File: src/sv/tmp_pkg.sv
// ----------------------------------------------------------------------------
// tmp_pkg
// Shared types and constants of the trapezoid motion profile block.
// ----------------------------------------------------------------------------
package tmp_pkg;

    localparam int TS_BITS      = 17;
    localparam int CFG_IDX_BITS = 3;

    localparam logic [CFG_IDX_BITS-1:0] CFG_ACC_MAX  = 3'd0;
    localparam logic [CFG_IDX_BITS-1:0] CFG_DEC_MAX  = 3'd1;
    localparam logic [CFG_IDX_BITS-1:0] CFG_V_MAX    = 3'd2;
    localparam logic [CFG_IDX_BITS-1:0] CFG_TARGET   = 3'd3;
    localparam logic [CFG_IDX_BITS-1:0] CFG_STOP     = 3'd4;
    localparam logic [CFG_IDX_BITS-1:0] CFG_TIME_STEP = 3'd5;

    typedef enum logic [1:0] {
        MODE_ACC = 2'd0,
        MODE_DEC = 2'd1,
        MODE_CON = 2'd2
    } t_mode;

    typedef struct packed {
        logic load;
        logic keep;
    } t_mult_ctl;

endpackage

File: src/sv/tmp_mult.sv
// ----------------------------------------------------------------------------
// tmp_mult
// Bit-serial shift-add multiply-accumulate unit, one multiplier bit per cycle,
// top multiplier bit taken with negative weight.
// ----------------------------------------------------------------------------
module tmp_mult #(
    parameter int PW = 68,
    parameter int QW = 34,
    parameter int CW = 6
) (
    input  logic                 i_clk,
    input  logic                 i_rst_n,
    input  tmp_pkg::t_mult_ctl   i_ctl,
    input  logic signed [PW-1:0] i_mcand,
    input  logic        [QW-1:0] i_mplier,
    input  logic        [CW-1:0] i_nbits,
    output logic signed [PW-1:0] o_acc,
    output logic                 o_done
);
    import tmp_pkg::*;

    logic signed [PW-1:0] r_mcand;
    logic        [QW-1:0] r_mplier;
    logic signed [PW-1:0] r_acc;
    logic        [CW-1:0] r_cnt;
    logic                 r_done;
    logic signed [PW-1:0] n_term;

    assign n_term = r_mplier[0] ? r_mcand : '0;

    always_ff @(posedge i_clk) begin
        if (!i_rst_n) begin
            r_cnt  <= '0;
            r_done <= 1'b0;
        end else begin
            if (i_ctl.load) begin
                r_mcand  <= i_mcand;
                r_mplier <= i_mplier;
                r_cnt    <= i_nbits;
                r_done   <= 1'b0;
                if (!i_ctl.keep) begin
                    r_acc <= '0;
                end
            end else if (r_cnt != '0) begin
                if (r_cnt == CW'(1)) begin
                    r_acc <= r_acc - n_term;
                end else begin
                    r_acc <= r_acc + n_term;
                end
                r_mcand  <= r_mcand <<< 1;
                r_mplier <= r_mplier >> 1;
                r_cnt    <= r_cnt - CW'(1);
                r_done   <= (r_cnt == CW'(1));
            end else begin
                r_done <= 1'b0;
            end
        end
    end

    assign o_acc  = r_acc;
    assign o_done = r_done;

endmodule

File: src/sv/tmp_core.sv
// ----------------------------------------------------------------------------
// tmp_core
// Tick sequencer: braking test, mode choice, velocity and position update,
// driving the shared bit-serial multiplier, with the result register.
// ----------------------------------------------------------------------------
module tmp_core #(
    parameter int W = 32,
    parameter int F = 16
) (
    input  logic                          i_clk,
    input  logic                          i_rst_n,
    input  logic [W-2:0]                  i_acc_max,
    input  logic [W-1:0]                  i_dec_max,
    input  logic [W-2:0]                  i_v_max,
    input  logic [W-1:0]                  i_target,
    input  logic [W-1:0]                  i_stop,
    input  logic [tmp_pkg::TS_BITS-1:0]   i_time_step,
    input  logic                          i_in_valid,
    output logic                          o_in_stall,
    input  logic [W-1:0]                  i_vel_noise,
    output logic                          o_out_valid,
    input  logic                          i_out_stall,
    output logic [W-1:0]                  o_position,
    output logic [W-1:0]                  o_velocity,
    output logic [W-1:0]                  o_acceleration,
    output logic [1:0]                    o_mode_before,
    output logic [1:0]                    o_mode_after
);
    import tmp_pkg::*;

    localparam int PW  = 2 * W + 4;
    localparam int QW  = W + 2;
    localparam int CW  = $clog2(QW + 1);
    localparam int SW  = W + 1;
    localparam logic signed [PW-1:0] SAT_HI = PW'({1'b0, {(W-1){1'b1}}});
    localparam logic signed [PW-1:0] SAT_LO = ~SAT_HI;

    typedef enum logic [3:0] {
        S_IDLE, S_VV, S_VV_W, S_DD, S_DD_W, S_MODE, S_AT_W,
        S_T, S_VN, S_SUM, S_PS_W, S_POS, S_OUT
    } t_state;

    function automatic logic signed [W-1:0] f_sat(input logic signed [PW-1:0] x);
        logic signed [W-1:0] res;
        if (x > SAT_HI) begin
            res = {1'b0, {(W-1){1'b1}}};
        end else if (x < SAT_LO) begin
            res = {1'b1, {(W-1){1'b0}}};
        end else begin
            res = x[W-1:0];
        end
        return res;
    endfunction

    t_state              r_state;
    logic signed [W-1:0] r_pos;
    logic signed [W-1:0] r_vel;
    t_mode               r_mode;
    t_mode               r_mode_before;
    logic signed [W-1:0] r_noise;
    logic signed [W-1:0] r_a;
    logic signed [W-1:0] r_t;
    logic signed [W-1:0] r_vnew;
    logic                r_out_valid;
    logic [W-1:0]        r_o_pos;
    logic [W-1:0]        r_o_vel;
    logic [W-1:0]        r_o_acc;
    logic [1:0]          r_o_mode_before;
    logic [1:0]          r_o_mode_after;

    t_mult_ctl            w_ctl;
    logic signed [PW-1:0] w_mcand;
    logic        [QW-1:0] w_mplier;
    logic        [CW-1:0] w_nbits;
    logic signed [PW-1:0] w_acc;
    logic                 w_done;

    logic signed [QW-1:0] n_d;
    logic                 n_brake;
    logic                 n_at_max;
    logic                 n_stopped;
    t_mode                n_mode;
    logic signed [W-1:0]  n_a;
    logic signed [W-1:0]  n_t;
    logic signed [W-1:0]  n_vnew;
    logic signed [SW-1:0] n_sum;
    logic signed [W-1:0]  n_pos;

    tmp_mult #(
        .PW (PW),
        .QW (QW),
        .CW (CW)
    ) u_mult (
        .i_clk    (i_clk),
        .i_rst_n  (i_rst_n),
        .i_ctl    (w_ctl),
        .i_mcand  (w_mcand),
        .i_mplier (w_mplier),
        .i_nbits  (w_nbits),
        .o_acc    (w_acc),
        .o_done   (w_done)
    );

    // distance left short of the stopping margin
    assign n_d = QW'($signed(i_target)) - QW'(r_pos) - QW'($signed(i_stop));

    // 2*dec*d + v*v left in the accumulator
    assign n_brake   = (w_acc > 0);
    assign n_at_max  = (r_vel >= $signed({1'b0, i_v_max}));
    assign n_stopped = (r_vel <= 0);

    always_comb begin
        if (!n_at_max && !n_brake) begin
            n_mode = MODE_ACC;
        end else if (n_stopped) begin
            n_mode = MODE_CON;
        end else if (n_brake) begin
            n_mode = MODE_DEC;
        end else begin
            n_mode = MODE_CON;
        end
    end

    always_comb begin
        unique case (n_mode)
            MODE_DEC: n_a = $signed(i_dec_max);
            MODE_ACC: n_a = $signed({1'b0, i_acc_max});
            default:  n_a = '0;
        endcase
    end

    assign n_t    = f_sat(PW'(r_vel) + (w_acc >>> F));
    assign n_vnew = (r_t <= 0) ? '0 : f_sat(PW'(r_t) + PW'(r_noise));
    assign n_sum  = SW'(r_vnew) + SW'(r_vel);
    assign n_pos  = f_sat(PW'(r_pos) + (w_acc >>> (F + 1)));

    always_comb begin
        w_ctl    = '0;
        w_mcand  = '0;
        w_mplier = '0;
        w_nbits  = '0;
        unique case (r_state)
            S_VV: begin
                w_ctl.load = 1'b1;
                w_mcand    = PW'(r_vel);
                w_mplier   = QW'(r_vel);
                w_nbits    = CW'(W);
            end
            S_DD: begin
                w_ctl.load = 1'b1;
                w_ctl.keep = 1'b1;
                w_mcand    = PW'($signed(i_dec_max)) <<< 1;
                w_mplier   = n_d;
                w_nbits    = CW'(QW);
            end
            S_MODE: begin
                w_ctl.load = 1'b1;
                w_mcand    = PW'(n_a);
                w_mplier   = QW'(i_time_step);
                w_nbits    = CW'(TS_BITS + 1);
            end
            S_SUM: begin
                w_ctl.load = 1'b1;
                w_mcand    = PW'(n_sum);
                w_mplier   = QW'(i_time_step);
                w_nbits    = CW'(TS_BITS + 1);
            end
            default: begin
                w_ctl.load = 1'b0;
            end
        endcase
    end

    always_ff @(posedge i_clk) begin
        if (!i_rst_n) begin
            r_state     <= S_IDLE;
            r_pos       <= '0;
            r_vel       <= '0;
            r_mode      <= MODE_CON;
            r_out_valid <= 1'b0;
        end else begin
            if (r_out_valid && !i_out_stall && r_state != S_OUT) begin
                r_out_valid <= 1'b0;
            end
            unique case (r_state)
                S_IDLE: begin
                    if (i_in_valid) begin
                        r_noise       <= $signed(i_vel_noise);
                        r_mode_before <= r_mode;
                        r_state       <= S_VV;
                    end
                end
                S_VV:   r_state <= S_VV_W;
                S_VV_W: if (w_done) r_state <= S_DD;
                S_DD:   r_state <= S_DD_W;
                S_DD_W: if (w_done) r_state <= S_MODE;
                S_MODE: begin
                    r_mode  <= n_mode;
                    r_a     <= n_a;
                    r_state <= S_AT_W;
                end
                S_AT_W: if (w_done) r_state <= S_T;
                S_T: begin
                    r_t     <= n_t;
                    r_state <= S_VN;
                end
                S_VN: begin
                    r_vnew  <= n_vnew;
                    r_state <= S_SUM;
                end
                S_SUM:  r_state <= S_PS_W;
                S_PS_W: if (w_done) r_state <= S_POS;
                S_POS: begin
                    r_pos   <= n_pos;
                    r_vel   <= r_vnew;
                    r_state <= S_OUT;
                end
                S_OUT: begin
                    if (!r_out_valid || !i_out_stall) begin
                        r_out_valid     <= 1'b1;
                        r_o_pos         <= r_pos;
                        r_o_vel         <= r_vel;
                        r_o_acc         <= r_a;
                        r_o_mode_before <= r_mode_before;
                        r_o_mode_after  <= r_mode;
                        r_state         <= S_IDLE;
                    end
                end
                default: r_state <= S_IDLE;
            endcase
        end
    end

    assign o_in_stall     = (r_state != S_IDLE);
    assign o_out_valid    = r_out_valid;
    assign o_position     = r_o_pos;
    assign o_velocity     = r_o_vel;
    assign o_acceleration = r_o_acc;
    assign o_mode_before  = r_o_mode_before;
    assign o_mode_after   = r_o_mode_after;

endmodule

File: src/sv/trapezoid_motion_profile.sv
// ----------------------------------------------------------------------------
// trapezoid_motion_profile
// Trapezoidal velocity profile generator, one control tick per item.
// ----------------------------------------------------------------------------
// Each accepted item is one control tick carrying a velocity noise sample; it
// yields exactly one result with the new position, velocity, the acceleration
// applied and the mode before and after the tick. Items are handled one at a
// time: the next item is only accepted once the last one's result has been
// written to the output register. The bit-serial multiply-accumulate unit
// takes one multiplier bit per cycle for the four products of a tick: v*v and
// 2*dec_max*distance for the braking test, then two products by time_step.
// A result waiting in the output register does not hold off the next item,
// only the write of its own result. Configuration writes take effect at once
// and are meant for an idle block.
// ----------------------------------------------------------------------------
module trapezoid_motion_profile #(
    parameter int WORD_BITS = 32,
    parameter int FRAC_BITS = 16
) (
    input  logic                              i_clk,
    input  logic                              i_rst_n,
    input  logic                              i_cfg_we,
    input  logic [tmp_pkg::CFG_IDX_BITS-1:0]  i_cfg_idx,
    input  logic [WORD_BITS-1:0]              i_cfg_data,
    input  logic                              i_in_valid,
    output logic                              o_in_stall,
    input  logic [WORD_BITS-1:0]              i_vel_noise,
    output logic                              o_out_valid,
    input  logic                              i_out_stall,
    output logic [WORD_BITS-1:0]              o_position,
    output logic [WORD_BITS-1:0]              o_velocity,
    output logic [WORD_BITS-1:0]              o_acceleration,
    output logic [1:0]                        o_mode_before,
    output logic [1:0]                        o_mode_after
);
    import tmp_pkg::*;

    localparam int W  = WORD_BITS;
    localparam int AW = WORD_BITS - 1;
    localparam logic [AW-1:0] ACC_RST = AW'(64'd4 << FRAC_BITS);
    localparam logic [W-1:0]  DEC_RST = W'(64'd0 - (64'd4 << FRAC_BITS));
    localparam logic [AW-1:0] VMX_RST = AW'(64'd15 << FRAC_BITS);
    localparam logic [W-1:0]  TGT_RST = W'(64'd100 << FRAC_BITS);
    localparam logic [W-1:0]  STP_RST = W'(64'd10 << FRAC_BITS);
    localparam logic [TS_BITS-1:0] TS_RST =
        TS_BITS'(((64'd1 << FRAC_BITS) + 64'd10) / 64'd20);

    logic [AW-1:0]      r_acc_max;
    logic [W-1:0]       r_dec_max;
    logic [AW-1:0]      r_v_max;
    logic [W-1:0]       r_target;
    logic [W-1:0]       r_stop;
    logic [TS_BITS-1:0] r_time_step;

    always_ff @(posedge i_clk) begin
        if (!i_rst_n) begin
            r_acc_max   <= ACC_RST;
            r_dec_max   <= DEC_RST;
            r_v_max     <= VMX_RST;
            r_target    <= TGT_RST;
            r_stop      <= STP_RST;
            r_time_step <= TS_RST;
        end else if (i_cfg_we) begin
            unique case (i_cfg_idx)
                CFG_ACC_MAX:   r_acc_max   <= i_cfg_data[AW-1:0];
                CFG_DEC_MAX:   r_dec_max   <= i_cfg_data;
                CFG_V_MAX:     r_v_max     <= i_cfg_data[AW-1:0];
                CFG_TARGET:    r_target    <= i_cfg_data;
                CFG_STOP:      r_stop      <= i_cfg_data;
                CFG_TIME_STEP: r_time_step <= i_cfg_data[TS_BITS-1:0];
                default: begin
                end
            endcase
        end
    end

    tmp_core #(
        .W (WORD_BITS),
        .F (FRAC_BITS)
    ) u_core (
        .i_clk          (i_clk),
        .i_rst_n        (i_rst_n),
        .i_acc_max      (r_acc_max),
        .i_dec_max      (r_dec_max),
        .i_v_max        (r_v_max),
        .i_target       (r_target),
        .i_stop         (r_stop),
        .i_time_step    (r_time_step),
        .i_in_valid     (i_in_valid),
        .o_in_stall     (o_in_stall),
        .i_vel_noise    (i_vel_noise),
        .o_out_valid    (o_out_valid),
        .i_out_stall    (i_out_stall),
        .o_position     (o_position),
        .o_velocity     (o_velocity),
        .o_acceleration (o_acceleration),
        .o_mode_before  (o_mode_before),
        .o_mode_after   (o_mode_after)
    );

endmodule
File: config.mk
export PLATFORM = sky130hd
export DESIGN_NAME = trapezoid_motion_profile
export DESIGN_NICKNAME = d
export VERILOG_FILES = /design/src/sv/tmp_pkg.sv /design/src/sv/tmp_mult.sv /design/src/sv/tmp_core.sv /design/src/sv/trapezoid_motion_profile.sv
export SDC_FILE = /design/constraint.sdc
export NUM_CORES = 2
export LEC_CHECK = 0
export ABC_AREA = 1
export BUFFER_PORTS_ARGS = -buffer_cell sky130_fd_sc_hd__buf_2
export CAP_MARGIN = 30
export CORE_MARGIN = 2
export CORE_UTILIZATION = 45
export DETAILED_ROUTE_END_ITERATION = 12
export GPL_ROUTABILITY_DRIVEN = 0
export GPL_TIMING_DRIVEN = 0
export PLACE_DENSITY = 0.58
export SLEW_MARGIN = 40
export SYNTH_ARGS = -nofsm -noshare
export SYNTH_HDL_FRONTEND = slang
export SYNTH_SLANG_ARGS = --single-unit
File: constraint.sdc
create_clock -name i_clk -period 25.8 [get_ports i_clk]
set_input_delay 2.58 -clock i_clk [delete_from_list [all_inputs] [get_ports i_clk]]
set_output_delay 2.58 -clock i_clk [all_outputs]
set_load 0.005 [all_outputs]
======== After elaboration in Yosys (flattened, before gate mapping) ========
Cells that the tools add are included.
operators by class
  reductions and logical operators ........ 32
  add/sub/neg operators ................... 9
  $lt $le $gt $ge ......................... 10
  muxes and demuxes ....................... 35
  equal/unequal tests ..................... 27
  bitwise gates (word level) .............. 2
operators by type and width
  cell                    count
  $mux W68                7
  $pmux W68 S4            1
  $gt A68 B32 Y1 const B  3
  $lt A68 B32 Y1 const B  3
  $mux W32                4
  $pmux W34 S3            1
  $add A68 B68 Y68        1
  $gt A68 B1 Y1 const B   1
  $mux W34                2
  $sub A68 B68 Y68        1
  $add A32 B32 Y33        2
  $le A32 B1 Y1 const B   2
  $pmux W32 S2            1
  $add A32 B52 Y53        1
  $add A32 B51 Y52        1
  $pmux W4 S13            1
  $sub A33 B32 Y34        1
  $sub A32 B32 Y33        1
  $ge A32 B32 Y1          1
  $mux W31                1
  $mux W4                 6
  $eq A4 B4 Y1 const B    5
  $reduce_and A2 Y1       10
  $pmux W6 S3             1
  other kinds (30)        57
storage, ports and cells
  flip-flop bits (word level) ............. 653
  input bits .............................. 72
  output and inout bits ................... 102
  word-level logic and storage cells ...... 142

======== Longest topological paths before layout ========
  depth in word-level cells ............... 8
  depth in mapped cells ................... 35
  gate-level depth less buffers ........... 33

======== Hierarchy ========
From an unflattened synthesis, not the netlist that was laid out.
second synthesis, totals
  cell total of the unflattened synthesis .. 7265
  area total of the unflattened synthesis .. 49510.0 sq um
modules (own cells, without submodules)
  module                    area an instance (sq um)  cells an instance  sequential area each (sq um)  times used
  tmp_core                  27453.8                   3960               8328.0                        1
  tmp_mult                  15273.4                   2337               5245.0                        1
  trapezoid_motion_profile  6782.8                    968                3503.4                        1

======== Worst setup path after synthesis ========
Ideal clock, no wire load.
  path type ............................... in2reg
  start ................................... input port i_rst_n
  end ..................................... register u_core.u_mult.r_acc[0], in the netlist u_core.u_mult.o_acc[0], enable pin
  arrival ................................. 10.500 ns
  cell stages on the path ................. 4
  path buffers ............................ 0
  path slack .............................. 14.807 ns
  library setup time ...................... 0.494 ns
  required time ........................... 25.306 ns
  cell sequence ........................... clkinv_1 nor2_1 inv_1 nor2_1
between the ends
  word-level cells in the longest chain between the ends .. 1
RTL lines
  element                             line                            text
  start: declaration                  trapezoid_motion_profile.sv:21  input logic i_rst_n,
  $reduce_and A3 Y1 (no source line)  n/a
  end signal: assignment              tmp_mult.sv:46                  r_acc <= r_acc - n_term;
  end signal: assignment              tmp_mult.sv:48                  r_acc <= r_acc + n_term;
  end: declaration                    tmp_mult.sv:24                  logic signed [PW-1:0] r_acc;
Every way passes these cells.
A chain may end at the register's enable or synchronous reset.

======== Worst setup path after layout ========
  start ................................... register u_core.u_mult.r_cnt[1]
  end ..................................... register u_core.u_mult.r_acc[40], in the netlist u_core.u_mult.o_acc[40] (data pin)
between the ends
  word-level cells in the longest chain between the ends .. 4
RTL lines
  element                   line            text
  start: declaration        tmp_mult.sv:25  logic [CW-1:0] r_cnt;
  start signal: assignment  tmp_mult.sv:39  r_cnt <= i_nbits;
  start signal: assignment  tmp_mult.sv:52  r_cnt <= r_cnt - CW'(1);
  $eq A6 B1 Y1              tmp_mult.sv:45  if (r_cnt == CW'(1)) begin
  $mux W68                  tmp_mult.sv:45
  $mux W68                  tmp_mult.sv:44  end else if (r_cnt != '0) begin
  $mux W68                  tmp_mult.sv:36  if (i_ctl.load) begin
Every way passes these cells. The select of a mux whose other input is x is not followed.

==> reports/results.txt <==
Outcome: finished, final reports clean
CTS tree: yes
CP Max Fanout: 10
Arr. time, crit path: 6.32 ns
Final setup violation count: 0
Layout area overhead: 12.23%
Hold Vio Cnt, Final: 0
Max Transition Viols Final: 0
Total Routed Length: 180.5 mm
RSZ-0062 raised after global routing: false
Synthesized area per cell: 7.259 sq um
Core Footprint: 0.1022 sq mm
Chip height: 325.5 um
Worst r2r path cells: 21
Worst setup EP type: register
Clock sink total: 653
Crit start category: register
Hold Path Sink: u_core.o_acceleration[2]$_DFFE_PP_
Antenna-violating nets left: 0
Die area: 0.1059 sq mm
Maximum clock path buffer count: 3
Placed Area: 0.04957 sq mm
Hold WC Path Type: register to register
Synth top area cells: edfxtp_1 26%, nand2_1 12%, dfxtp_1 11%, ha_1 8.2%, inv_1 7.2%
R2r setup slk: 19.89 ns
Slowest-stage cell, CP: inv_1
Die width: 325.5 um
Buffers on Ports: 173
Commonest non-fill, non-tap cell in the layout: nand2_1
Top cell type's share of synthesized area: 0.2583
Vias in the first global route: 41710
Fmax: 169.2 MHz
Max_cap viols: 0
Ys flop type: edfxtp_1
Syn Inst Count: 6406
Crit path buf inv count: 4
Total Power: 6.149 mW
Row count: 117
Ports: 174
Setup TNS: 0 ns
Vias per cell: 5.618
Final Cell Area: 0.05219 sq mm
CTS Buf Count: 76
H-tree depth: 3
Slew margin rel.: 0.3250
Post-synth EDFFs: 400
Worst hold path depth: 0
Largest net degree at the start of global routing: 27
Dpl hpwl: 144.8 mm
Grt total ovfl: 0
Cell mode on critical path: nand2_1
Sequential area share after synthesis: 0.3672
Dpl ws: 20.14 ns
Post-CTS Setup Bufs: 0
Share of cells above drive strength 1: 0.06833
CP delay by family, top: compound AO/OA/AOI/OAI gates
Worst IR Drop VDD: 60.96 uV
First-pass GRT wire length: 263.5 mm
Most frequent cells in the layout: 1454 x nand2_1, 889 x inv_1, 773 x nor2_1, 575 x a21oi_1, 491 x o21ai_0
Leak: 24.11 nW
Routed wire per std cell: 22.23 um
Hold Buf Count CTS: 0
Final period utilization: 0.2291
Worst reg2reg endpoint: u_core.u_mult.o_acc[40]$_SDFFCE_PN0P_
Net count after synthesis: 6818
Synthesized area: 0.04650 sq mm
Fin crit period: 5.910 ns
Yosys top cell by area: edfxtp_1
Nets: 7097
Worst path max stage delay: 0.68 ns
Final Skew: 0.04035 ns
Cell Pwr Density: 117.8 mW/mm^2
Yosys cell types: 63
Yosys Warn Count: 0
Drt initial violations: 4992
CP Cell Sequence: inv_1 -> ha_1 -> nand4_1 -> inv_1 -> clkbuf_1 -> o21ai_0 -> fa_1 -> nand3_1 -> nand2_1 -> a21oi_1 -> o21ai_1 -> a21boi_0 -> inv_1 -> nand2_1 -> nand2_1 -> a21oi_1 -> o21ai_1 -> nand2_1 -> nand2_1 -> nor2_1 -> nor2_1
Root Driver: clkbuf_16
Async set-reset flop share out of synthesis: 0
Fin worst setup slack: 19.89 ns
Clock transition at path regs: 0.06 ns
Crit path kind: register to register
Worst-margin pin slew: 1.002 ns
Gates resized, CTS repair: 0
Hold_sp: u_core.r_a[2]$_DFFE_PP_
Synthesized flop and latch total: 653
DR vias: 45610
Initial Util: 0.4551
DR pass1 iterations: 6
GRT Util Overall: 0.3319
DRC: 0
Worst EP required: 26.22 ns
Initial antenna violation count: 7
Clk_lat worst skew: 0.69 ns
R2r startpoint: u_core.u_mult.r_cnt[1]$_SDFFE_PN0N_
## cell families after synthesis
| kind of cell | Yosys count | share of synthesized area |
|---|---|---|
| DFF | 653 | 0.3672 |
| adders and majority gates | 340 | 0.09746 |
| AOI/OAI and AO/OA | 1360 | 0.1619 |
| xor gates and xnor gates | 170 | 0.03234 |
| and+or+nand+nor | 2825 | 0.2524 |
| buffers and inverters | 1058 | 0.08869 |
## layer usage
layer	vias up	track usage	wire, um
met5	-	0	23
met4	4	0.1585	9948
met2	2013	0.5170	78480
met1	21230	0.4425	75030
li1	21940	-	-
met3	424	0.06421	17030
## worst max path at each step
stage	start	endpoint	slack [ns]	cells after the start
finish	u_core.u_mult.r_cnt[1]$_SDFFE_PN0N_	u_core.u_mult.o_acc[40]$_SDFFCE_PN0P_	19.89	21
CTS	u_core.u_mult.r_cnt[1]$_SDFFE_PN0N_	u_core.u_mult.o_acc[40]$_SDFFCE_PN0P_	20.08	21
floorplan	i_rst_n	u_core.u_mult.o_acc[0]$_SDFFCE_PN0P_	14.81	4
global placement	i_rst_n	u_core.u_mult.o_acc[65]$_SDFFCE_PN0P_	9.62	5
global route	u_core.u_mult.r_cnt[1]$_SDFFE_PN0N_	u_core.u_mult.o_acc[40]$_SDFFCE_PN0P_	19.64	21
detailed placement	i_rst_n	u_core.r_vnew[8]$_SDFFCE_PP0P_	20.14	8
## worst register-to-register path, delay by kind of cell (launching register included)
family,cells,cell delay [ns]
compound gates,6,1.66
fa+ha+maj,2,0.64
buf+inv,4,1.53
flops,1,0.32
simple gates,9,1.51
## Yosys cell counts (8+ instances only)
master	n
o21ai_2	8
buf_2	8
nand2_2	16
xnor2_1	37
nor2_1	782
fa_1	37
nor3_1	60
o21bai_1	21
inv_1	889
nor2_2	15
nand2_1	1454
a21boi_0	15
a21o_1	60
a211oi_1	11
nand4_1	111
o31ai_1	8
xor2_1	131
nand3_1	284
a31oi_1	38
or2_2	14
o211ai_1	33
o21a_1	46
clkbuf_1	113
inv_2	14
o21ai_0	495
dfxtp_1	253
a221oi_1	8
a21oi_1	575
ha_1	303
buf_1	9
buf_6	19
o21ai_1	16
edfxtp_1	400
and2_1	8
nand3b_1	12
nor4_1	47
## per-stage QoR
| step | cells | util | hold WS (ns) |
|---|---|---|---|
| after floorplan | 6406 | - | 0.4003 |
| after global placement | 7947 | 0.4803 | 0.4002 |
| after detailed placement | 7975 | 0.4851 | 0.4052 |
| after CTS | 8115 | 0.5106 | 0.4178 |
| after global routing | 8115 | 0.5106 | 0.4227 |
| final | 8119 | 0.5107 | 0.4164 |
## power breakdown
part | leakage [nW] | switching, mW | internal (mW)
logic | 17.0 | 2.20 | 1.02
clock network | 1.26 | 0.482 | 0.653
registers | 5.82 | 0.333 | 1.46
## final cells by class
class	count	area (sq um)
fill	10310	50000
antenna	4	10.01
buffer	149	720.7
timing repair buffer	201	1284
tap	1368	1712
clock buffer	101	2066
clock inverter	39	539.3
multi-input combinational	4695	25360
sequential	653	17080
inverter	909	3412
(Power assumes the default switching activity.)
